<file path="src/hdl/sbcd_pkg.sv">
// ---------------------------------------------------------------------------
// sbcd_pkg
// constants and controller/datapath interface types for the sbus decoder
// ---------------------------------------------------------------------------
package sbcd_pkg;

    localparam int FRAME_BYTES = 25;
    localparam int NUM_CH      = 8;
    localparam int CNT_W       = 5;
    localparam int CH_W        = 11;
    localparam int OUT_W       = 12;
    localparam int IDX_W       = 3;
    localparam int QUO_W       = 24;
    localparam int STEP_W      = 5;

    localparam logic [CNT_W-1:0] COUNT_SAT   = CNT_W'(FRAME_BYTES + 1);
    localparam logic [CNT_W-1:0] COUNT_FULL  = CNT_W'(FRAME_BYTES);
    localparam logic [CH_W-1:0]  LOW_RESET   = 11'd353;
    localparam logic [CH_W-1:0]  HIGH_RESET  = 11'd1697;
    localparam logic [OUT_W-1:0] OUT_MIN_RST = 12'd1000;
    localparam logic [OUT_W-1:0] OUT_MAX_RST = 12'd2000;
    localparam logic [CH_W-1:0]  THR_RST     = 11'd200;

    // request kinds
    localparam logic [1:0] REQ_BYTE = 2'd0;
    localparam logic [1:0] REQ_TICK = 2'd1;
    localparam logic [1:0] REQ_CAL  = 2'd2;

    // register indexes
    localparam logic [1:0] REG_OUT_MIN = 2'd0;
    localparam logic [1:0] REG_OUT_MAX = 2'd1;
    localparam logic [1:0] REG_THR     = 2'd2;
    localparam logic [1:0] REG_SAVE    = 2'd3;

    typedef struct packed {
        logic             take_req;
        logic             mul;
        logic             sum;
        logic             div_step;
        logic             load_out;
        logic [IDX_W-1:0] ch_sel;
    } t_cmd;

    typedef struct packed {
        logic connected;
        logic calibrating;
    } t_sts;

endpackage

</file>
<file path="src/hdl/sbcd_datapath.sv">
// ---------------------------------------------------------------------------
// sbcd_datapath
// frame buffer, channel state, limits, multiply and bit-serial divide
// ---------------------------------------------------------------------------
module sbcd_datapath (
    input  logic                        i_clk,
    input  logic                        i_rst_n,
    input  sbcd_pkg::t_cmd              i_cmd,
    output sbcd_pkg::t_sts              o_sts,
    input  logic [1:0]                  i_req_type,
    input  logic [7:0]                  i_rx_byte,
    input  logic                        i_frame_end,
    input  logic                        i_cfg_we,
    input  logic [1:0]                  i_cfg_index,
    input  logic [sbcd_pkg::OUT_W-1:0]  i_cfg_data,
    output logic [sbcd_pkg::OUT_W-1:0]  o_value
);

    logic [7:0]                  r_buf [sbcd_pkg::FRAME_BYTES];
    logic [sbcd_pkg::CNT_W-1:0]  r_count;
    logic [sbcd_pkg::CH_W-1:0]   r_val  [sbcd_pkg::NUM_CH];
    logic [sbcd_pkg::CH_W-1:0]   r_lo   [sbcd_pkg::NUM_CH];
    logic [sbcd_pkg::CH_W-1:0]   r_hi   [sbcd_pkg::NUM_CH];
    logic                        r_conn;
    logic                        r_cal;
    logic [sbcd_pkg::OUT_W-1:0]  r_out_min;
    logic [sbcd_pkg::OUT_W-1:0]  r_out_max;
    logic [sbcd_pkg::CH_W-1:0]   r_thr;
    logic                        r_save;

    logic [22:0]                 r_p1;
    logic signed [24:0]          r_p2;
    logic [sbcd_pkg::CH_W-1:0]   r_d;
    logic                        r_inval;
    logic                        r_zero;
    logic [sbcd_pkg::QUO_W-1:0]  r_quo;
    logic [sbcd_pkg::CH_W-1:0]   r_rem;
    logic [sbcd_pkg::OUT_W-1:0]  r_value;

    logic [8*sbcd_pkg::FRAME_BYTES-1:0] w_flat;
    logic [sbcd_pkg::CH_W-1:0]   w_unp [sbcd_pkg::NUM_CH];
    logic [sbcd_pkg::CNT_W-1:0]  n_count;
    logic [sbcd_pkg::CH_W-1:0]   w_v, w_lo, w_hi;
    logic signed [11:0]          w_dv;
    logic signed [12:0]          w_rg;
    logic signed [25:0]          w_t;
    logic [11:0]                 w_rsh;
    logic                        w_ge;
    logic [sbcd_pkg::OUT_W-1:0]  w_sat, w_fin;

    // flatten buffer, byte 0 lowest
    always_comb begin
        for (int i = 0; i < sbcd_pkg::FRAME_BYTES; i++) begin
            w_flat[8*i +: 8] = r_buf[i];
        end
        for (int k = 0; k < sbcd_pkg::NUM_CH; k++) begin
            w_unp[k] = w_flat[8 + sbcd_pkg::CH_W*k +: sbcd_pkg::CH_W];
        end
    end

    always_comb begin
        if (r_count < sbcd_pkg::COUNT_FULL) begin
            n_count = r_count + 1'b1;
        end else begin
            n_count = sbcd_pkg::COUNT_SAT;
        end
    end

    assign w_v  = r_val[i_cmd.ch_sel];
    assign w_lo = r_lo[i_cmd.ch_sel];
    assign w_hi = r_hi[i_cmd.ch_sel];
    assign w_dv = $signed({1'b0, w_v}) - $signed({1'b0, w_lo});
    assign w_rg = $signed({1'b0, r_out_max}) - $signed({1'b0, r_out_min});
    assign w_t  = $signed({3'b000, r_p1}) + $signed({r_p2[24], r_p2});

    assign w_rsh = {r_rem, r_quo[sbcd_pkg::QUO_W-1]};
    assign w_ge  = w_rsh >= {1'b0, r_d};

    // upper clamp first, lower clamp last
    assign w_sat = (r_quo > {12'd0, r_out_max}) ? r_out_max : r_quo[sbcd_pkg::OUT_W-1:0];
    assign w_fin = (r_zero || (w_sat < r_out_min)) ? r_out_min : w_sat;

    // buffer bytes, no reset
    always_ff @(posedge i_clk) begin
        if (i_cmd.take_req && (i_req_type == sbcd_pkg::REQ_BYTE) &&
            (r_count < sbcd_pkg::COUNT_FULL)) begin
            r_buf[r_count] <= i_rx_byte;
        end
    end

    always_ff @(posedge i_clk) begin
        if (!i_rst_n) begin
            r_count   <= '0;
            r_conn    <= 1'b0;
            r_cal     <= 1'b0;
            r_out_min <= sbcd_pkg::OUT_MIN_RST;
            r_out_max <= sbcd_pkg::OUT_MAX_RST;
            r_thr     <= sbcd_pkg::THR_RST;
            r_save    <= 1'b0;
            for (int k = 0; k < sbcd_pkg::NUM_CH; k++) begin
                r_val[k] <= '0;
                r_lo[k]  <= sbcd_pkg::LOW_RESET;
                r_hi[k]  <= sbcd_pkg::HIGH_RESET;
            end
        end else begin
            if (i_cfg_we) begin
                unique case (i_cfg_index)
                    sbcd_pkg::REG_OUT_MIN: r_out_min <= i_cfg_data;
                    sbcd_pkg::REG_OUT_MAX: r_out_max <= i_cfg_data;
                    sbcd_pkg::REG_THR:     r_thr     <= i_cfg_data[sbcd_pkg::CH_W-1:0];
                    sbcd_pkg::REG_SAVE:    r_save    <= i_cfg_data[0];
                    default: ;
                endcase
            end
            if (i_cmd.take_req) begin
                unique case (i_req_type)
                    sbcd_pkg::REQ_BYTE: begin
                        if (i_frame_end) begin
                            r_count <= '0;
                            if (n_count == sbcd_pkg::COUNT_FULL) begin
                                for (int k = 0; k < sbcd_pkg::NUM_CH; k++) begin
                                    r_val[k] <= w_unp[k];
                                end
                                r_conn <= (w_unp[0] > r_thr) && (w_unp[1] > r_thr);
                            end
                        end else begin
                            r_count <= n_count;
                        end
                    end
                    sbcd_pkg::REQ_CAL: r_cal <= 1'b1;
                    sbcd_pkg::REQ_TICK: begin
                        if (r_conn && r_cal) begin
                            for (int k = 0; k < sbcd_pkg::NUM_CH; k++) begin
                                if (r_val[k] < r_lo[k]) r_lo[k] <= r_val[k];
                                if (r_val[k] > r_hi[k]) r_hi[k] <= r_val[k];
                            end
                            if (r_save) r_cal <= 1'b0;
                        end
                    end
                    default: ;
                endcase
            end
        end
    end

    // scaling arithmetic, payload only
    always_ff @(posedge i_clk) begin
        if (i_cmd.mul) begin
            r_d     <= w_hi - w_lo;
            r_inval <= w_hi <= w_lo;
            r_p1    <= r_out_min * (w_hi - w_lo);
            r_p2    <= w_dv * w_rg;
        end
        if (i_cmd.sum) begin
            r_zero <= r_inval || w_t[25];
            r_quo  <= w_t[sbcd_pkg::QUO_W-1:0];
            r_rem  <= '0;
        end
        if (i_cmd.div_step) begin
            r_quo <= {r_quo[sbcd_pkg::QUO_W-2:0], w_ge};
            r_rem <= w_ge ? w_rsh[sbcd_pkg::CH_W-1:0] - r_d : w_rsh[sbcd_pkg::CH_W-1:0];
        end
        if (i_cmd.load_out) begin
            r_value <= w_fin;
        end
    end

    assign o_sts.connected   = r_conn;
    assign o_sts.calibrating = r_cal;
    assign o_value           = r_value;

endmodule

</file>
<file path="src/hdl/sbcd_ctrl.sv">
// ---------------------------------------------------------------------------
// sbcd_ctrl
// sequences request intake and the per-channel scale and divide steps
// ---------------------------------------------------------------------------
module sbcd_ctrl (
    input  logic                        i_clk,
    input  logic                        i_rst_n,
    input  logic                        i_req_valid,
    input  logic [1:0]                  i_req_type,
    output logic                        o_req_ready,
    input  sbcd_pkg::t_sts              i_sts,
    output sbcd_pkg::t_cmd              o_cmd,
    output logic                        o_res_valid,
    input  logic                        i_res_ready,
    output logic                        o_res_last
);

    localparam logic [2:0] ST_IDLE = 3'd0;
    localparam logic [2:0] ST_MUL  = 3'd1;
    localparam logic [2:0] ST_SUM  = 3'd2;
    localparam logic [2:0] ST_DIV  = 3'd3;
    localparam logic [2:0] ST_LOAD = 3'd4;
    localparam logic [2:0] ST_SEND = 3'd5;

    localparam logic [sbcd_pkg::IDX_W-1:0]  LAST_CH   = sbcd_pkg::IDX_W'(sbcd_pkg::NUM_CH - 1);
    localparam logic [sbcd_pkg::STEP_W-1:0] LAST_STEP = sbcd_pkg::STEP_W'(sbcd_pkg::QUO_W - 1);

    logic [2:0]                    r_state, n_state;
    logic [sbcd_pkg::IDX_W-1:0]    r_ch, n_ch;
    logic [sbcd_pkg::STEP_W-1:0]   r_step, n_step;
    logic                          w_take;

    assign w_take = i_req_valid && (r_state == ST_IDLE);

    always_comb begin
        n_state = r_state;
        n_ch    = r_ch;
        n_step  = r_step;
        unique case (r_state)
            ST_IDLE: begin
                if (w_take && (i_req_type == sbcd_pkg::REQ_TICK) &&
                    i_sts.connected && !i_sts.calibrating) begin
                    n_state = ST_MUL;
                    n_ch    = '0;
                end
            end
            ST_MUL:  n_state = ST_SUM;
            ST_SUM: begin
                n_state = ST_DIV;
                n_step  = '0;
            end
            ST_DIV: begin
                n_step = r_step + 1'b1;
                if (r_step == LAST_STEP) n_state = ST_LOAD;
            end
            ST_LOAD: n_state = ST_SEND;
            ST_SEND: begin
                if (i_res_ready) begin
                    if (r_ch == LAST_CH) begin
                        n_state = ST_IDLE;
                    end else begin
                        n_state = ST_MUL;
                        n_ch    = r_ch + 1'b1;
                    end
                end
            end
            default: n_state = ST_IDLE;
        endcase
    end

    always_ff @(posedge i_clk) begin
        if (!i_rst_n) begin
            r_state <= ST_IDLE;
            r_ch    <= '0;
            r_step  <= '0;
        end else begin
            r_state <= n_state;
            r_ch    <= n_ch;
            r_step  <= n_step;
        end
    end

    assign o_req_ready     = r_state == ST_IDLE;
    assign o_cmd.take_req  = w_take;
    assign o_cmd.mul       = r_state == ST_MUL;
    assign o_cmd.sum       = r_state == ST_SUM;
    assign o_cmd.div_step  = r_state == ST_DIV;
    assign o_cmd.load_out  = r_state == ST_LOAD;
    assign o_cmd.ch_sel    = r_ch;
    assign o_res_valid     = r_state == ST_SEND;
    assign o_res_last      = r_ch == LAST_CH;

endmodule

</file>
<file path="src/hdl/sbus_channel_decode_calibrate.sv">
// ---------------------------------------------------------------------------
// sbus_channel_decode_calibrate
// sbus frame decoder with per-channel calibration and linear output scaling
// ---------------------------------------------------------------------------
// One request is taken at a time. A byte, start-calibration or calibration
// tick request finishes in the cycle it is accepted, so the controller stays
// idle and ready for the next request. A scaling tick produces eight results,
// one per channel; each channel passes through multiply, sum, a 24-step
// bit-serial restoring divide, clamp and send, and each result waits for
// i_m_axis_tready, so a tick holds off the next request until its last
// result is taken. The divider is shared and gives one quotient bit per cycle.
// Configuration writes are always accepted (o_cfg_ready is tied high).
module sbus_channel_decode_calibrate (
    input  logic        i_clk,
    input  logic        i_rst_n,
    // request stream
    input  logic        i_s_axis_tvalid,
    output logic        o_s_axis_tready,
    input  logic [7:0]  i_s_axis_tdata,   // [7:0] rx_byte
    input  logic [1:0]  i_s_axis_tuser,   // [1:0] req_type
    input  logic        i_s_axis_tlast,   // frame_end
    // result stream
    output logic        o_m_axis_tvalid,
    input  logic        i_m_axis_tready,
    output logic [15:0] o_m_axis_tdata,   // [11:0] scaled_value, [15:12] zero
    output logic [2:0]  o_m_axis_tuser,   // [2:0] channel_index
    output logic        o_m_axis_tlast,   // last
    // configuration writes
    input  logic        i_cfg_valid,
    output logic        o_cfg_ready,
    input  logic [1:0]  i_cfg_index,      // 0 out_min, 1 out_max, 2 threshold, 3 save
    input  logic [11:0] i_cfg_data
);

    sbcd_pkg::t_cmd                 w_cmd;
    sbcd_pkg::t_sts                 w_sts;
    logic [sbcd_pkg::OUT_W-1:0]     w_value;

    // controller: request intake and channel sequencing
    sbcd_ctrl u_ctrl (
        .i_clk       (i_clk),
        .i_rst_n     (i_rst_n),
        .i_req_valid (i_s_axis_tvalid),
        .i_req_type  (i_s_axis_tuser),
        .o_req_ready (o_s_axis_tready),
        .i_sts       (w_sts),
        .o_cmd       (w_cmd),
        .o_res_valid (o_m_axis_tvalid),
        .i_res_ready (i_m_axis_tready),
        .o_res_last  (o_m_axis_tlast)
    );

    // datapath: buffer, channel state, config registers, scaler
    sbcd_datapath u_dp (
        .i_clk       (i_clk),
        .i_rst_n     (i_rst_n),
        .i_cmd       (w_cmd),
        .o_sts       (w_sts),
        .i_req_type  (i_s_axis_tuser),
        .i_rx_byte   (i_s_axis_tdata),
        .i_frame_end (i_s_axis_tlast),
        .i_cfg_we    (i_cfg_valid),
        .i_cfg_index (i_cfg_index),
        .i_cfg_data  (i_cfg_data),
        .o_value     (w_value)
    );

    assign o_cfg_ready    = 1'b1;
    assign o_m_axis_tdata = {4'd0, w_value};
    // channel index of the pending result is the controller's channel counter
    assign o_m_axis_tuser = w_cmd.ch_sel;

endmodule

</file>
<file path="config.mk">
export PLATFORM = sky130hd
export DESIGN_NAME = sbus_channel_decode_calibrate
export DESIGN_NICKNAME = d
export VERILOG_FILES = /design/src/hdl/sbcd_pkg.sv /design/src/hdl/sbcd_datapath.sv /design/src/hdl/sbcd_ctrl.sv /design/src/hdl/sbus_channel_decode_calibrate.sv
export SDC_FILE = /design/constraint.sdc
export NUM_CORES = 2
export LEC_CHECK = 0
export BUFFER_PORTS_ARGS = -buffer_cell sky130_fd_sc_hd__buf_2
export CAP_MARGIN = 40
export CORE_ASPECT_RATIO = 1.4
export CORE_MARGIN = 4
export CORE_UTILIZATION = 65
export CTS_CLUSTER_DIAMETER = 100
export CTS_CLUSTER_SIZE = 10
export DETAILED_ROUTE_END_ITERATION = 12
export PLACE_DENSITY = 0.82
export SYNTH_ARGS = -nofsm -noshare
export SYNTH_HDL_FRONTEND = slang
export SYNTH_SLANG_ARGS = --single-unit
</file>
<file path="constraint.sdc">
create_clock -name i_clk -period 11.08 [get_ports i_clk]
set_input_delay 1.108 -clock i_clk [delete_from_list [all_inputs] [get_ports i_clk]]
set_output_delay 1.108 -clock i_clk [all_outputs]
set_load 0.01 [all_outputs]
</file>
==> qor.yml <==
maxSlewViolCount: 0
layout_setup_ws_ps: 1843
cp_max_fo: 45
io-pin-count: 53
clk_pin_slew_worst_paths_ps: 70
grt_pass1_wl_um: 158200
synthesis.area_um2: 39810
slowest_delay_ps: 890
fmax_ghz: 0.1083
layout.nets: 4433
avgViaCountPerCell: 6.092
ys_ff_latch: 517
yosysTopAreaCell: "edfxtp_1"
status: "complete, no violations"
first_iter_violations: 2301
fin_cells: 4578
cts_made_buffers: 58
dpl.hpwl_um: 81430
ys_seq_area_frac: 0.3757
clk_latency_ps: 640
ff2ff_path_depth: 30
grt_pass1_vias: 28630
clockBufferDepth: 3
dieHeight_um: 300.8
min_path_cells: 2
ys_warn_count: 0
cap_viol_max_count: 0
dieWidth_um: 217.2
start_kind: "register"
ys_dominant_reg_cell: "edfxtp_1"
fin_crit_ps: 9237
reg2reg_slack_ps: 1840
grt_start_max_net_pins: 70
dp.cells: 4491
root_buffer: "clkbuf_16"
overflow: 0
ys_types: 80
drive_gt1_frac: 0.08298
final_cell_area_um2: 42690
io_buffers: 47
synth_edf_count: 460
syn_to_final_growth_pct: 7.232
postSynthAreaPerCell_um2: 10.77
power_per_cell_area_nw_per_um2: 285.2
worst_pin_slew_ps: 937.1
antenna_found_initial: 1
synthCells: 3697
post-synth-top-count-cell: "inv_1"
postCtsSetupBuffers: 0
gp_congestion: 1.010
drc: 0
crit_type: "register to register"
die_area_um2: 65320
yosysTopAreaCellShare: 0.3470
ctsHtreeMaxLevel: 2
synthTopCellsByArea: "edfxtp_1 (35%), fa_1 (14%), ha_1 (12%)"
synthTopCellsByCount: "inv_1 (618), edfxtp_1 (460), ha_1 (382)"
slowest_stage: "dfxtp_4"
rows: 107
worst_setup_path_end_kind: "register"
dr.pass1.iters: 6
crit_arrival_ps: 9720
grt_usage: 0.3173
ant_nets: 0
hold_violations: 0
start_util: 0.6549
worstPathRequired_ps: 11560
ir_worst_vdd_mv: 0.7094
fin_skew_ps: 17.44
async_flop_share: 0
dpl_worst_slack_ps: 1907
rsz0062_at_grt: "no"
vias: 27890
clkSinkCount: 517
cts_tree: "yes"
hold_path_class: "register to register"
core_area_um2: 60780
cts_resized: 0
dpl-instance-area_um2: 41040
cts_hold_buf: 0
drt-total-wl_um: 102700
relSlewSlack: 0.3752
p_leak_nw: 18.92
wl_per_cell_um: 22.43
setup_viol: 0
setup_tns_ps: 0
fin_crit_sh: 0.8337
[registers in the layout, indices dropped and copies added (netlist names), 3 cells and up, named ones only]
signal	flops
u_dp.r_p2	25
u_dp.r_thr	11
u_dp.r_rem	11
u_dp.r_lo	88
u_dp.r_quo	24
u_dp.r_buf	88
u_dp.r_hi	88
u_dp.r_out_max	12
u_dp.r_p1	23
u_ctrl.r_step	5
u_ctrl.r_state	3
u_ctrl.r_ch	3
u_dp.r_out_min	12
u_dp.r_val	88
u_dp.o_value	12
u_dp.r_count	5
u_dp.r_d	11
[metal layers]
metal | wire [µm] | up-vias | global-route usage | part of all wire
met5 | 0 | - | 0 | 0
met4 | 9961 | 0 | 0.2427 | 0.097
met3 | 6253 | 405 | 0.03715 | 0.061
met2 | 51890 | 1193 | 0.5596 | 0.51
met1 | 34560 | 13740 | 0.3486 | 0.34
li1 | - | 12550 | - | -
[report_power, final]
part           leakage, nW  internal [mW]  total [mW]  switching [mW]
combinational         13.4           3.27        7.62            4.35
sequential            4.73           2.70        2.82           0.114
clock                0.786          0.968        1.74           0.771
[path summary, 6_finish.rpt]
check | from | to
worst max-delay path | register | u_dp.r_p2[24]$_DFFE_PP_
worst min-delay path | u_dp.r_thr[10]$_SDFFE_PN0P_ | u_dp.r_thr[10]$_SDFFE_PN0P_
worst max register to register | register | u_dp.r_p2[24]$_DFFE_PP_
worst min register to register | u_dp.r_thr[10]$_SDFFE_PN0P_ | u_dp.r_thr[10]$_SDFFE_PN0P_
[worst max-delay path, delay by kind of cell (launching register included)]
family	cells	cell delay, ps
adders and majority gates	7	3280
and+or+nand+nor	5	1150
muxes	2	1060
AOI/OAI and AO/OA	12	2270
DFF	1	890
buffers and inverters	4	350
[layout by cell type (no fill, tap or decap), types with 6 or more instances in the layout]
cell	instances
o21ai_0	87
a21oi_1	160
ha_1	382
or3_1	19
o2111ai_1	8
mux4_2	66
and3_1	83
o21bai_1	13
nor4_1	11
nand2_1	340
clkbuf_1	23
nor3_1	35
nor2b_1	37
nand4_1	34
mux2_2	43
a41o_1	10
nor2_1	150
a21boi_0	8
inv_1	618
a31oi_1	6
nand2b_1	86
a21o_1	57
a211oi_1	15
or2_2	11
and2_1	185
buf_2	46
o21a_1	34
clkbuf_16	59
dfxtp_1	55
buf_4	57
xor2_1	30
o31ai_1	14
edfxtp_1	460
xnor2_1	67
o221ai_1	6
fa_1	287
nand3_1	36
o211ai_1	18
mux2i_1	17
[cell families (layout without fill, tap and decap cells)]
group | count (synthesis) | in the layout | share of synthesized area
adder cells (fa/ha/maj) | 669 | 669 | 0.2644
other | 2 | 6 | 0.0001887
flip-flops | 517 | 517 | 0.3757
AO/OA/AOI/OAI | 483 | 483 | 0.07855
AND/OR/NAND/NOR | 1050 | 1050 | 0.1338
multiplexers | 126 | 126 | 0.05378
XOR/XNOR | 100 | 100 | 0.02200
buffers and inverters | 750 | 810 | 0.07163
[through the flow]
stage	util	hold WS [ps]	power [mW]
final	0.7023	462.2	12.17
after CTS	0.7023	460.4	12.20
after global routing	0.7023	498.4	13.30
after global placement	0.6744	442.6	10.09
after floorplan	-	436.3	8.684
after detailed placement	0.6753	452.1	10.43
[cell type report]
| class | instances | area [µm²] |
|---|---|---|
| well taps | 817 | 1022 |
| multi-input cells | 2433 | 22060 |
| inverters | 619 | 2323 |
| diodes | 1 | 2.502 |
| fillers | 4479 | 18090 |
| flip-flops and latches | 517 | 14960 |
| repair buffers | 105 | 680.7 |
| clock inverters | 4 | 77.57 |
| clock buffers | 82 | 1563 |
Note: power is estimated with default switching activity, not from simulation.
